`src/design/nws_pkg.sv`:
```
// Package for the weighted-sum neuron with sigmoid output.
// Holds shared widths, the pipeline flag type and the sigmoid table builders.
// No dependencies.
`default_nettype none

package nws_pkg;

    localparam int ACC_W   = 48;
    localparam int IN_W    = 24;
    localparam int OUT_W   = 17;
    localparam int S_DATA_W = 48;
    localparam int M_DATA_W = 24;

    localparam logic [OUT_W-1:0] ONE_Q16 = 17'd65536;

    typedef logic signed [ACC_W-1:0] acc_t;

    typedef struct packed {
        logic below;
        logic above;
        logic neg;
        logic sat;
    } sig_flags_t;

    // unsigned quotient by shift and subtract
    function automatic longint unsigned udiv(longint unsigned num, longint unsigned den);
        longint unsigned quo;
        longint unsigned rem;
        int              b;
        quo = '0;
        rem = '0;
        for (b = 63; b >= 0; b--) begin
            rem = {rem[62:0], num[b]};
            if (rem >= den) begin
                rem    = rem - den;
                quo[b] = 1'b1;
            end
        end
        return quo;
    endfunction

    // e^-h in Q30 from a series truncated after the h^24 term
    function automatic longint unsigned exp_step(longint unsigned h);
        longint unsigned term;
        longint signed   acc;
        int              n;
        term = 64'd1 << 30;
        acc  = 64'sd1 << 30;
        for (n = 1; n <= 24; n++) begin
            term = udiv((term * h) >> 30, longint'(n));
            if (n % 2 == 1) begin
                acc = acc - longint'(term);
            end else begin
                acc = acc + longint'(term);
            end
        end
        return (acc > 0) ? longint'(acc) : 64'd0;
    endfunction

    // table entry k: round(2^16 / (1 + q^k)), q^k in Q30
    function automatic logic [OUT_W-1:0] sig_entry(longint unsigned q, int unsigned k);
        longint unsigned p;
        longint unsigned den;
        int unsigned     i;
        p = 64'd1 << 30;
        for (i = 0; i < k; i++) begin
            p = (p * q + (64'd1 << 29)) >> 30;
        end
        den = (64'd1 << 30) + p;
        return OUT_W'(udiv((64'd1 << 46) + den / 64'd2, den));
    endfunction

endpackage

`default_nettype wire

```
`src/design/neuron_weighted_sum_sigmoid.sv`:
```
// Neuron: multiply-accumulate of weight * source value, sigmoid on list end.
// Depends on nws_pkg (widths, flag struct, sigmoid table builders).
// Sigmoid table is a ROM with registered two-port read.
//
//  channel | dir | tdata                               | tuser          | tlast
//  s_      | in  | weight[23:0], source_value[47:24]   | -              | last_connection
//  m_      | out | neuron_value[16:0], zero pad        | sum_saturated  | -
//
// Items without last are taken one per cycle while input is not held off (24x24
// multiply, then 48-bit saturating add). An item with last is taken, and input
// holds off until its result reaches the output register or skid entry. The
// sigmoid path runs through registered steps: abs/compare, segment multiply,
// ROM read, interpolation multiply.
// Reset (aresetn low, synchronous) clears the sum, saturation flag and all valids.
// Input also holds off while two results wait at the output.
`default_nettype none

module neuron_weighted_sum_sigmoid #(
    parameter int FRAC_BITS        = 16,
    parameter int SIGMOID_SEGMENTS = 64
) (
    input  wire logic                         aclk,
    input  wire logic                         aresetn,
    input  wire logic                         s_tvalid,
    output logic                              s_tready,
    input  wire logic [nws_pkg::S_DATA_W-1:0] s_tdata,   // weight, source_value
    input  wire logic                         s_tlast,
    output logic                              m_tvalid,
    input  wire logic                         m_tready,
    output logic [nws_pkg::M_DATA_W-1:0]      m_tdata,   // neuron_value, zero pad
    output logic [0:0]                        m_tuser    // sum_saturated
);

    localparam int SUM_FRAC  = 2 * FRAC_BITS;
    localparam int SEG_SHIFT = SUM_FRAC + 4;
    localparam int IDX_W     = $clog2(SIGMOID_SEGMENTS + 1);
    localparam int POS_W     = SEG_SHIFT + IDX_W;
    localparam longint unsigned SEG_STEP = (64'd16 << 30) / SIGMOID_SEGMENTS;
    localparam longint unsigned Q_STEP   = nws_pkg::exp_step(SEG_STEP);
    localparam longint signed   LIMIT    = 64'sd45 << SUM_FRAC;
    localparam logic [IDX_W-1:0] SEG_IDX = IDX_W'(SIGMOID_SEGMENTS);
    localparam nws_pkg::acc_t ACC_MAX = {1'b0, {(nws_pkg::ACC_W-1){1'b1}}};
    localparam nws_pkg::acc_t ACC_MIN = {1'b1, {(nws_pkg::ACC_W-1){1'b0}}};

    logic [nws_pkg::OUT_W-1:0] sig_rom [SIGMOID_SEGMENTS+1];

    for (genvar k = 0; k <= SIGMOID_SEGMENTS; k++) begin : g_rom
        localparam logic [nws_pkg::OUT_W-1:0] ENTRY = nws_pkg::sig_entry(Q_STEP, k);
        assign sig_rom[k] = ENTRY;
    end

    // multiply
    logic                            s_accept;
    logic signed [nws_pkg::IN_W-1:0] w_in;
    logic signed [nws_pkg::IN_W-1:0] v_in;
    nws_pkg::acc_t                   prod_next;
    nws_pkg::acc_t                   prod_reg;
    logic                            last1_reg;
    logic                            mac_vld_reg;

    assign s_accept  = s_tvalid && s_tready;
    assign w_in      = s_tdata[nws_pkg::IN_W-1:0];
    assign v_in      = s_tdata[2*nws_pkg::IN_W-1:nws_pkg::IN_W];
    assign prod_next = nws_pkg::ACC_W'(w_in) * nws_pkg::ACC_W'(v_in);

    always_ff @(posedge aclk) begin
        if (!aresetn) begin
            mac_vld_reg <= 1'b0;
        end else begin
            mac_vld_reg <= s_accept;
        end
        if (s_accept) begin
            prod_reg  <= prod_next;
            last1_reg <= s_tlast;
        end
    end

    // accumulate with saturation
    logic signed [nws_pkg::ACC_W:0] sum_wide;
    logic                           ovf;
    nws_pkg::acc_t                  sat_sum;
    nws_pkg::acc_t                  acc_reg;
    logic                           sat_reg;
    nws_pkg::acc_t                  fin_sum_reg;
    logic                           fin_sat_reg;
    logic                           fin_vld_reg;

    assign sum_wide = {acc_reg[nws_pkg::ACC_W-1], acc_reg}
                    + {prod_reg[nws_pkg::ACC_W-1], prod_reg};
    assign ovf      = sum_wide[nws_pkg::ACC_W] ^ sum_wide[nws_pkg::ACC_W-1];
    assign sat_sum  = ovf ? (sum_wide[nws_pkg::ACC_W] ? ACC_MIN : ACC_MAX)
                          : sum_wide[nws_pkg::ACC_W-1:0];

    always_ff @(posedge aclk) begin
        if (!aresetn) begin
            acc_reg     <= '0;
            sat_reg     <= 1'b0;
            fin_vld_reg <= 1'b0;
        end else begin
            fin_vld_reg <= mac_vld_reg && last1_reg;
            if (mac_vld_reg) begin
                if (last1_reg) begin
                    acc_reg <= '0;
                    sat_reg <= 1'b0;
                end else begin
                    acc_reg <= sat_sum;
                    sat_reg <= sat_reg | ovf;
                end
            end
        end
        if (mac_vld_reg && last1_reg) begin
            fin_sum_reg <= sat_sum;
            fin_sat_reg <= sat_reg | ovf;
        end
    end

    // range classify and magnitude
    logic signed [63:0]      fin_ext;
    logic [63:0]             mag;
    logic [SEG_SHIFT-1:0]    mag_reg;
    logic                    big_a_reg;
    nws_pkg::sig_flags_t     flags_a_reg;
    logic                    a_vld_reg;

    assign fin_ext = 64'(fin_sum_reg);
    assign mag     = fin_sum_reg[nws_pkg::ACC_W-1] ? 64'(-fin_ext) : 64'(fin_ext);

    always_ff @(posedge aclk) begin
        if (!aresetn) begin
            a_vld_reg <= 1'b0;
        end else begin
            a_vld_reg <= fin_vld_reg;
        end
        if (fin_vld_reg) begin
            mag_reg           <= mag[SEG_SHIFT-1:0];
            big_a_reg         <= |mag[63:SEG_SHIFT];
            flags_a_reg.below <= fin_ext < -LIMIT;
            flags_a_reg.above <= fin_ext > LIMIT;
            flags_a_reg.neg   <= fin_sum_reg[nws_pkg::ACC_W-1];
            flags_a_reg.sat   <= fin_sat_reg;
        end
    end

    // segment position
    logic [POS_W-1:0]    pos_reg;
    logic                big_b_reg;
    nws_pkg::sig_flags_t flags_b_reg;
    logic                b_vld_reg;

    always_ff @(posedge aclk) begin
        if (!aresetn) begin
            b_vld_reg <= 1'b0;
        end else begin
            b_vld_reg <= a_vld_reg;
        end
        if (a_vld_reg) begin
            pos_reg     <= POS_W'(mag_reg) * POS_W'(SIGMOID_SEGMENTS);
            big_b_reg   <= big_a_reg;
            flags_b_reg <= flags_a_reg;
        end
    end

    // table read
    logic [IDX_W-1:0]          seg_idx;
    logic [IDX_W-1:0]          rd0_addr;
    logic [IDX_W-1:0]          rd1_addr;
    logic [15:0]               r16;
    logic [nws_pkg::OUT_W-1:0] t0_reg;
    logic [nws_pkg::OUT_W-1:0] t1_reg;
    logic [15:0]               r16_reg;
    nws_pkg::sig_flags_t       flags_c_reg;
    logic                      c_vld_reg;

    assign seg_idx  = pos_reg[POS_W-1:SEG_SHIFT];
    assign rd0_addr = big_b_reg ? SEG_IDX : seg_idx;
    assign rd1_addr = big_b_reg ? SEG_IDX : seg_idx + 1'b1;
    assign r16      = big_b_reg ? 16'd0 : pos_reg[SEG_SHIFT-1 -: 16];

    always_ff @(posedge aclk) begin
        if (!aresetn) begin
            c_vld_reg <= 1'b0;
        end else begin
            c_vld_reg <= b_vld_reg;
        end
        if (b_vld_reg) begin
            t0_reg      <= sig_rom[rd0_addr];
            t1_reg      <= sig_rom[rd1_addr];
            r16_reg     <= r16;
            flags_c_reg <= flags_b_reg;
        end
    end

    // interpolation product
    logic [nws_pkg::OUT_W-1:0] diff;
    logic [32:0]               frac_prod_reg;
    logic [nws_pkg::OUT_W-1:0] t0_d_reg;
    nws_pkg::sig_flags_t       flags_d_reg;
    logic                      d_vld_reg;

    assign diff = t1_reg - t0_reg;

    always_ff @(posedge aclk) begin
        if (!aresetn) begin
            d_vld_reg <= 1'b0;
        end else begin
            d_vld_reg <= c_vld_reg;
        end
        if (c_vld_reg) begin
            frac_prod_reg <= 33'(diff) * 33'(r16_reg);
            t0_d_reg      <= t0_reg;
            flags_d_reg   <= flags_c_reg;
        end
    end

    // final value
    logic [32:0]               frac_round;
    logic [nws_pkg::OUT_W-1:0] interp;
    logic [nws_pkg::OUT_W-1:0] res_val;

    assign frac_round = frac_prod_reg + 33'd32768;
    assign interp     = t0_d_reg + frac_round[32:16];

    always_comb begin
        if (flags_d_reg.below) begin
            res_val = '0;
        end else if (flags_d_reg.above) begin
            res_val = nws_pkg::ONE_Q16;
        end else if (flags_d_reg.neg) begin
            res_val = nws_pkg::ONE_Q16 - interp;
        end else begin
            res_val = interp;
        end
    end

    // output register and skid entry
    logic                      out_fire;
    logic                      out_vld_reg,  out_vld_next;
    logic [nws_pkg::OUT_W-1:0] out_val_reg,  out_val_next;
    logic                      out_sat_reg,  out_sat_next;
    logic                      skid_vld_reg, skid_vld_next;
    logic [nws_pkg::OUT_W-1:0] skid_val_reg, skid_val_next;
    logic                      skid_sat_reg, skid_sat_next;
    logic                      busy_reg,     busy_next;

    assign out_fire = out_vld_reg && m_tready;

    always_comb begin
        out_vld_next  = out_vld_reg;
        out_val_next  = out_val_reg;
        out_sat_next  = out_sat_reg;
        skid_vld_next = skid_vld_reg;
        skid_val_next = skid_val_reg;
        skid_sat_next = skid_sat_reg;
        busy_next     = busy_reg;
        if (d_vld_reg && (!out_vld_reg || out_fire)) begin
            out_vld_next = 1'b1;
            out_val_next = res_val;
            out_sat_next = flags_d_reg.sat;
        end else if (d_vld_reg) begin
            skid_vld_next = 1'b1;
            skid_val_next = res_val;
            skid_sat_next = flags_d_reg.sat;
        end else if (out_fire) begin
            if (skid_vld_reg) begin
                out_val_next  = skid_val_reg;
                out_sat_next  = skid_sat_reg;
                skid_vld_next = 1'b0;
            end else begin
                out_vld_next = 1'b0;
            end
        end
        if (s_accept && s_tlast) begin
            busy_next = 1'b1;
        end else if (d_vld_reg) begin
            busy_next = 1'b0;
        end
    end

    always_ff @(posedge aclk) begin
        if (!aresetn) begin
            out_vld_reg  <= 1'b0;
            skid_vld_reg <= 1'b0;
            busy_reg     <= 1'b0;
        end else begin
            out_vld_reg  <= out_vld_next;
            skid_vld_reg <= skid_vld_next;
            busy_reg     <= busy_next;
        end
        out_val_reg  <= out_val_next;
        out_sat_reg  <= out_sat_next;
        skid_val_reg <= skid_val_next;
        skid_sat_reg <= skid_sat_next;
    end

    assign s_tready = !busy_reg && !skid_vld_reg;
    assign m_tvalid = out_vld_reg;
    assign m_tdata  = nws_pkg::M_DATA_W'(out_val_reg);
    assign m_tuser  = out_sat_reg;

endmodule

`default_nettype wire
```
`config.mk`:
```
export PLATFORM = sky130hd
export DESIGN_NAME = neuron_weighted_sum_sigmoid
export DESIGN_NICKNAME = d
export VERILOG_FILES = /design/src/design/nws_pkg.sv /design/src/design/neuron_weighted_sum_sigmoid.sv
export SDC_FILE = /design/constraint.sdc
export NUM_CORES = 2
export LEC_CHECK = 0
export BUFFER_PORTS_ARGS = -buffer_cell sky130_fd_sc_hd__buf_2
export CORE_ASPECT_RATIO = 0.5
export CORE_UTILIZATION = 55
export CTS_CLUSTER_SIZE = 28
export DETAILED_ROUTE_END_ITERATION = 16
export GPL_ROUTABILITY_DRIVEN = 0
export PLACE_DENSITY = 0.78
export SLEW_MARGIN = 20
export SYNTH_ARGS = -nofsm -noshare
export SYNTH_HDL_FRONTEND = slang
export SYNTH_SLANG_ARGS = --single-unit
```
`constraint.sdc`:
```
create_clock -name aclk -period 7.9 [get_ports aclk]
set_input_delay 1.58 -clock aclk [delete_from_list [all_inputs] [get_ports aclk]]
set_output_delay 1.58 -clock aclk [all_outputs]
set_load 0.01 [all_outputs]
```
==> results.sh <==
export IMPL_report_final_slew_viol_count=0
export IMPL_ctsHtreeMaxLevel=2
export IMPL_status="finished with violations"
export IMPL_rsz0062_at_grt="true"
export IMPL_ios=80
export IMPL_vias_per_cell=5.73
export IMPL_failed_checks="negative setup slack"
export IMPL_critPathMaxFanout=8
export IMPL_cts_buffers=35
export IMPL_crit_path_frequent_cell="fa_1"
export IMPL_setup_viol=10
export IMPL_skew_ns=0.0251
export IMPL_synthToLayoutAreaGrowth_pct=11.9
export IMPL_holdBufCountCts=0
export IMPL_worst_pin_slew_ns=1.08
export IMPL_max_slew_margin_rel=0.278
export IMPL_grt_pass1_vias=40275
export IMPL_ys_seq_area_frac=0.194
export IMPL_ys_flop_type="edfxtp_1"
export IMPL_tritoncts="done"
export IMPL_synth_edff_count=281
export IMPL_synth_cell_types=90
export IMPL_reg2regPathDepth=37
export IMPL_core_area_mm2=0.0887
export IMPL_antenna_found_initial=2
export IMPL_dr_total_vias=38342
export IMPL_crit_slowest_cell="fa_1"
export IMPL_routedWlPerCell_um=18.4
export IMPL_cts_sinks=339
export IMPL_fp_dieArea_mm2=0.0912
export IMPL_track_usage=0.273
export IMPL_worstSetupStartpointType="register"
export IMPL_worstPathRequired_ns=8.18
export IMPL_worst_hold_path_type="reg2reg"
export IMPL_worstSetupPathType="reg2reg"
export IMPL_worst_setup_path_end_kind="register"
export IMPL_clock_latency_ns=0.55
export IMPL_drive_gt1_frac=0.125
export IMPL_cap_violations=0
export IMPL_final_area_mm2=0.0554
export IMPL_syn_avg_cell_area_um2=9.40
export IMPL_slowest_delay_ns=0.52
export IMPL_ys_ff_latch=339
export IMPL_final_min_clock_period_ns=8.31
export IMPL_grt_max_degree=56
export IMPL_rows=77
export IMPL_min_to="pos_reg[38]$_DFFE_PP_"
export IMPL_hp_start="mag_reg[32]$_DFFE_PP_"
export IMPL_hold_violations=0
export IMPL_nets=6683
export IMPL_synth_async_reset_ratio=0
export IMPL_clkSlewWorstSetupHoldPaths_ns=0.07
export IMPL_die_w_um=426
export IMPL_routed_wl_um=123000
export IMPL_insertedDiodeCount=0
export IMPL_rrSetupSlack_ns=-0.41
export IMPL_drtIter0Drc=3635
export IMPL_period_share=1.05
export IMPL_fin_ws_ns=-0.412
export IMPL_start_util=0.558
export IMPL_io_buffers=72
export IMPL_seq_area_mm2=0.00960
export IMPL_dp_hpwl_um=99700
export IMPL_ant_nets=0
export IMPL_fmax_mhz=120
export IMPL_r2r_end="frac_prod_reg[32]$_DFFE_PP_"
export IMPL_ys_warn_count=0
export IMPL_grt_pass1_wl_um=204000
export IMPL_dieHeight_um=214
export IMPL_syn_inst=5264
export IMPL_clockRootBuffer="clkbuf_16"
export IMPL_hold_depth=0
export IMPL_fillers=6790
export IMPL_dp_worst_setup_slack_ns=-0.865
export IMPL_drc=0
export IMPL_dr_pass1_iters=6
export IMPL_dpl_instance_area_mm2=0.0532
export IMPL_r2r_start="t1_reg[0]$_SDFFCE_PP0P_"
export IMPL_grt_ovfl_total=0
export IMPL_whs_ns=0.411
export IMPL_multi_input_area_mm2=0.0361
export IMPL_syn_area_mm2=0.0495
export IMPL_crit_arrival_ns=8.59
export IMPL_clockBufferDepth=3
[cell usage after synthesis (10+ instances only)]
cell / count / area (µm²)
nand3_1: 74 / 370
a211oi_1: 37 / 278
o21a_1: 22 / 165
a31oi_1: 22 / 138
or3_1: 25 / 156
and4_1: 13 / 114
o21bai_1: 23 / 173
nand4_1: 37 / 231
edfxtp_1: 281 / 8440
nor2_1: 233 / 875
nor3_1: 30 / 150
inv_1: 902 / 3390
a21o_1: 63 / 473
clkbuf_1: 263 / 987
o21ai_0: 151 / 756
nor2b_1: 82 / 513
o211ai_1: 26 / 195
o311a_1: 15 / 150
nand2_1: 678 / 2540
and2_1: 301 / 1880
a41oi_1: 10 / 87.6
ha_1: 335 / 4190
o31ai_1: 37 / 278
fa_1: 817 / 16400
a311oi_1: 19 / 166
and3_1: 42 / 263
nor4_1: 18 / 113
xor2_1: 54 / 473
dfxtp_1: 58 / 1160
maj3_1: 21 / 210
o311ai_0: 26 / 228
nand2b_1: 40 / 250
nor3b_1: 13 / 97.6
xnor2_1: 130 / 1140
or2_2: 18 / 113
a21oi_1: 176 / 881
[worst max path at each step]
stage	startpoint	to	slack, ns	depth (start not counted)
after global routing	t1_reg[0]$_SDFFCE_PP0P_	frac_prod_reg[32]$_DFFE_PP_	-0.64	37
final	t1_reg[0]$_SDFFCE_PP0P_	frac_prod_reg[32]$_DFFE_PP_	-0.41	37
after detailed placement	t1_reg[0]$_SDFFCE_PP0P_	frac_prod_reg[31]$_DFFE_PP_	-0.87	35
after CTS	t0_reg[1]$_SDFFCE_PP0P_	frac_prod_reg[30]$_DFFE_PP_	-0.24	36
after floorplan	s_tdata[24]	prod_reg[45]$_DFFE_PP_	0.002	24
after global placement	t0_reg[0]$_SDFFCE_PP0P_	frac_prod_reg[30]$_DFFE_PP_	-0.51	36
[critical path, delay by kind of cell (launching register included)]
family	cells	cell delay, ns
buf+inv	9	0.96
simple gates	4	0.55
flops	1	0.39
xor+xnor	2	0.30
fa+ha+maj	9	3.62
compound gates	13	2.21
[cells by family after synthesis]
family | Yosys count | share of synthesized area
AOI/OAI and AO/OA | 736 | 0.0994
and+or+nand+nor | 1633 | 0.161
muxes | 14 | 0.00326
DFF | 339 | 0.194
buffers and inverters | 1184 | 0.0906
xor gates and xnor gates | 184 | 0.0326
adders and majority gates | 1173 | 0.420
other | 1 | 0.0000758
[metal layers]
| layer | vias to the layer above | share of wire | track usage |
|---|---|---|---|
| met5 | - | 0.000090 | 0 |
| met4 | 2 | 0.030 | 0.0700 |
| li1 | 17317 | - | - |
| met1 | 19022 | 0.41 | 0.369 |
| met3 | 319 | 0.078 | 0.0362 |
| met2 | 1682 | 0.48 | 0.465 |
[placed cells by master, fill, tap and decap left out, types with 36 or more instances in the layout]
cell type and instances:
dfxtp_1 54, o31ai_1 37, inv_1 895, nand2_1 673, edfxtp_1 281, and2_1 291, o21ai_0 138, nor2_1 223
xnor2_1 128, nor2b_1 78, clkbuf_16 36, fa_1 797, and3_1 40, a211oi_1 36, nand2b_1 39, a21o_1 63
xor2_1 53, buf_2 48, ha_1 318, buf_4 354, nand4_1 37, a21oi_1 165, nand3_1 73
[stage by stage]
step / TNS [ns] / instances / utilization
2_1_floorplan: 0 / 5270 / -
3_3_place_gp: -7.01 / 6595 / 0.600
3_5_place_dp: -12.74 / 6595 / 0.600
4_1_cts: -0.962 / 6677 / 0.618
5_1_grt: -5.19 / 6689 / 0.624
6_report: -2.77 / 6689 / 0.624
[layout make-up]
| class | instances | area share |
|---|---|---|
| well taps | 1185 | 0.0268 |
| clock inverters | 24 | 0.00445 |
| repair buffers | 452 | 0.0647 |
| flip-flops and latches | 339 | 0.173 |
| multi-input cells | 3747 | 0.653 |
| inverters | 903 | 0.0612 |
| clock buffers | 39 | 0.0167 |
[what timing repair did]
item,4_1_cts,5_1_grt
gates resized for setup,70,114
setup buffers,19,11
setup endpoints to repair,16,21
pin swaps,41,51
Power is left out: the tool's default activity adds up to more than one toggle a clock period on the data nets, which glitch-free logic cannot reach.
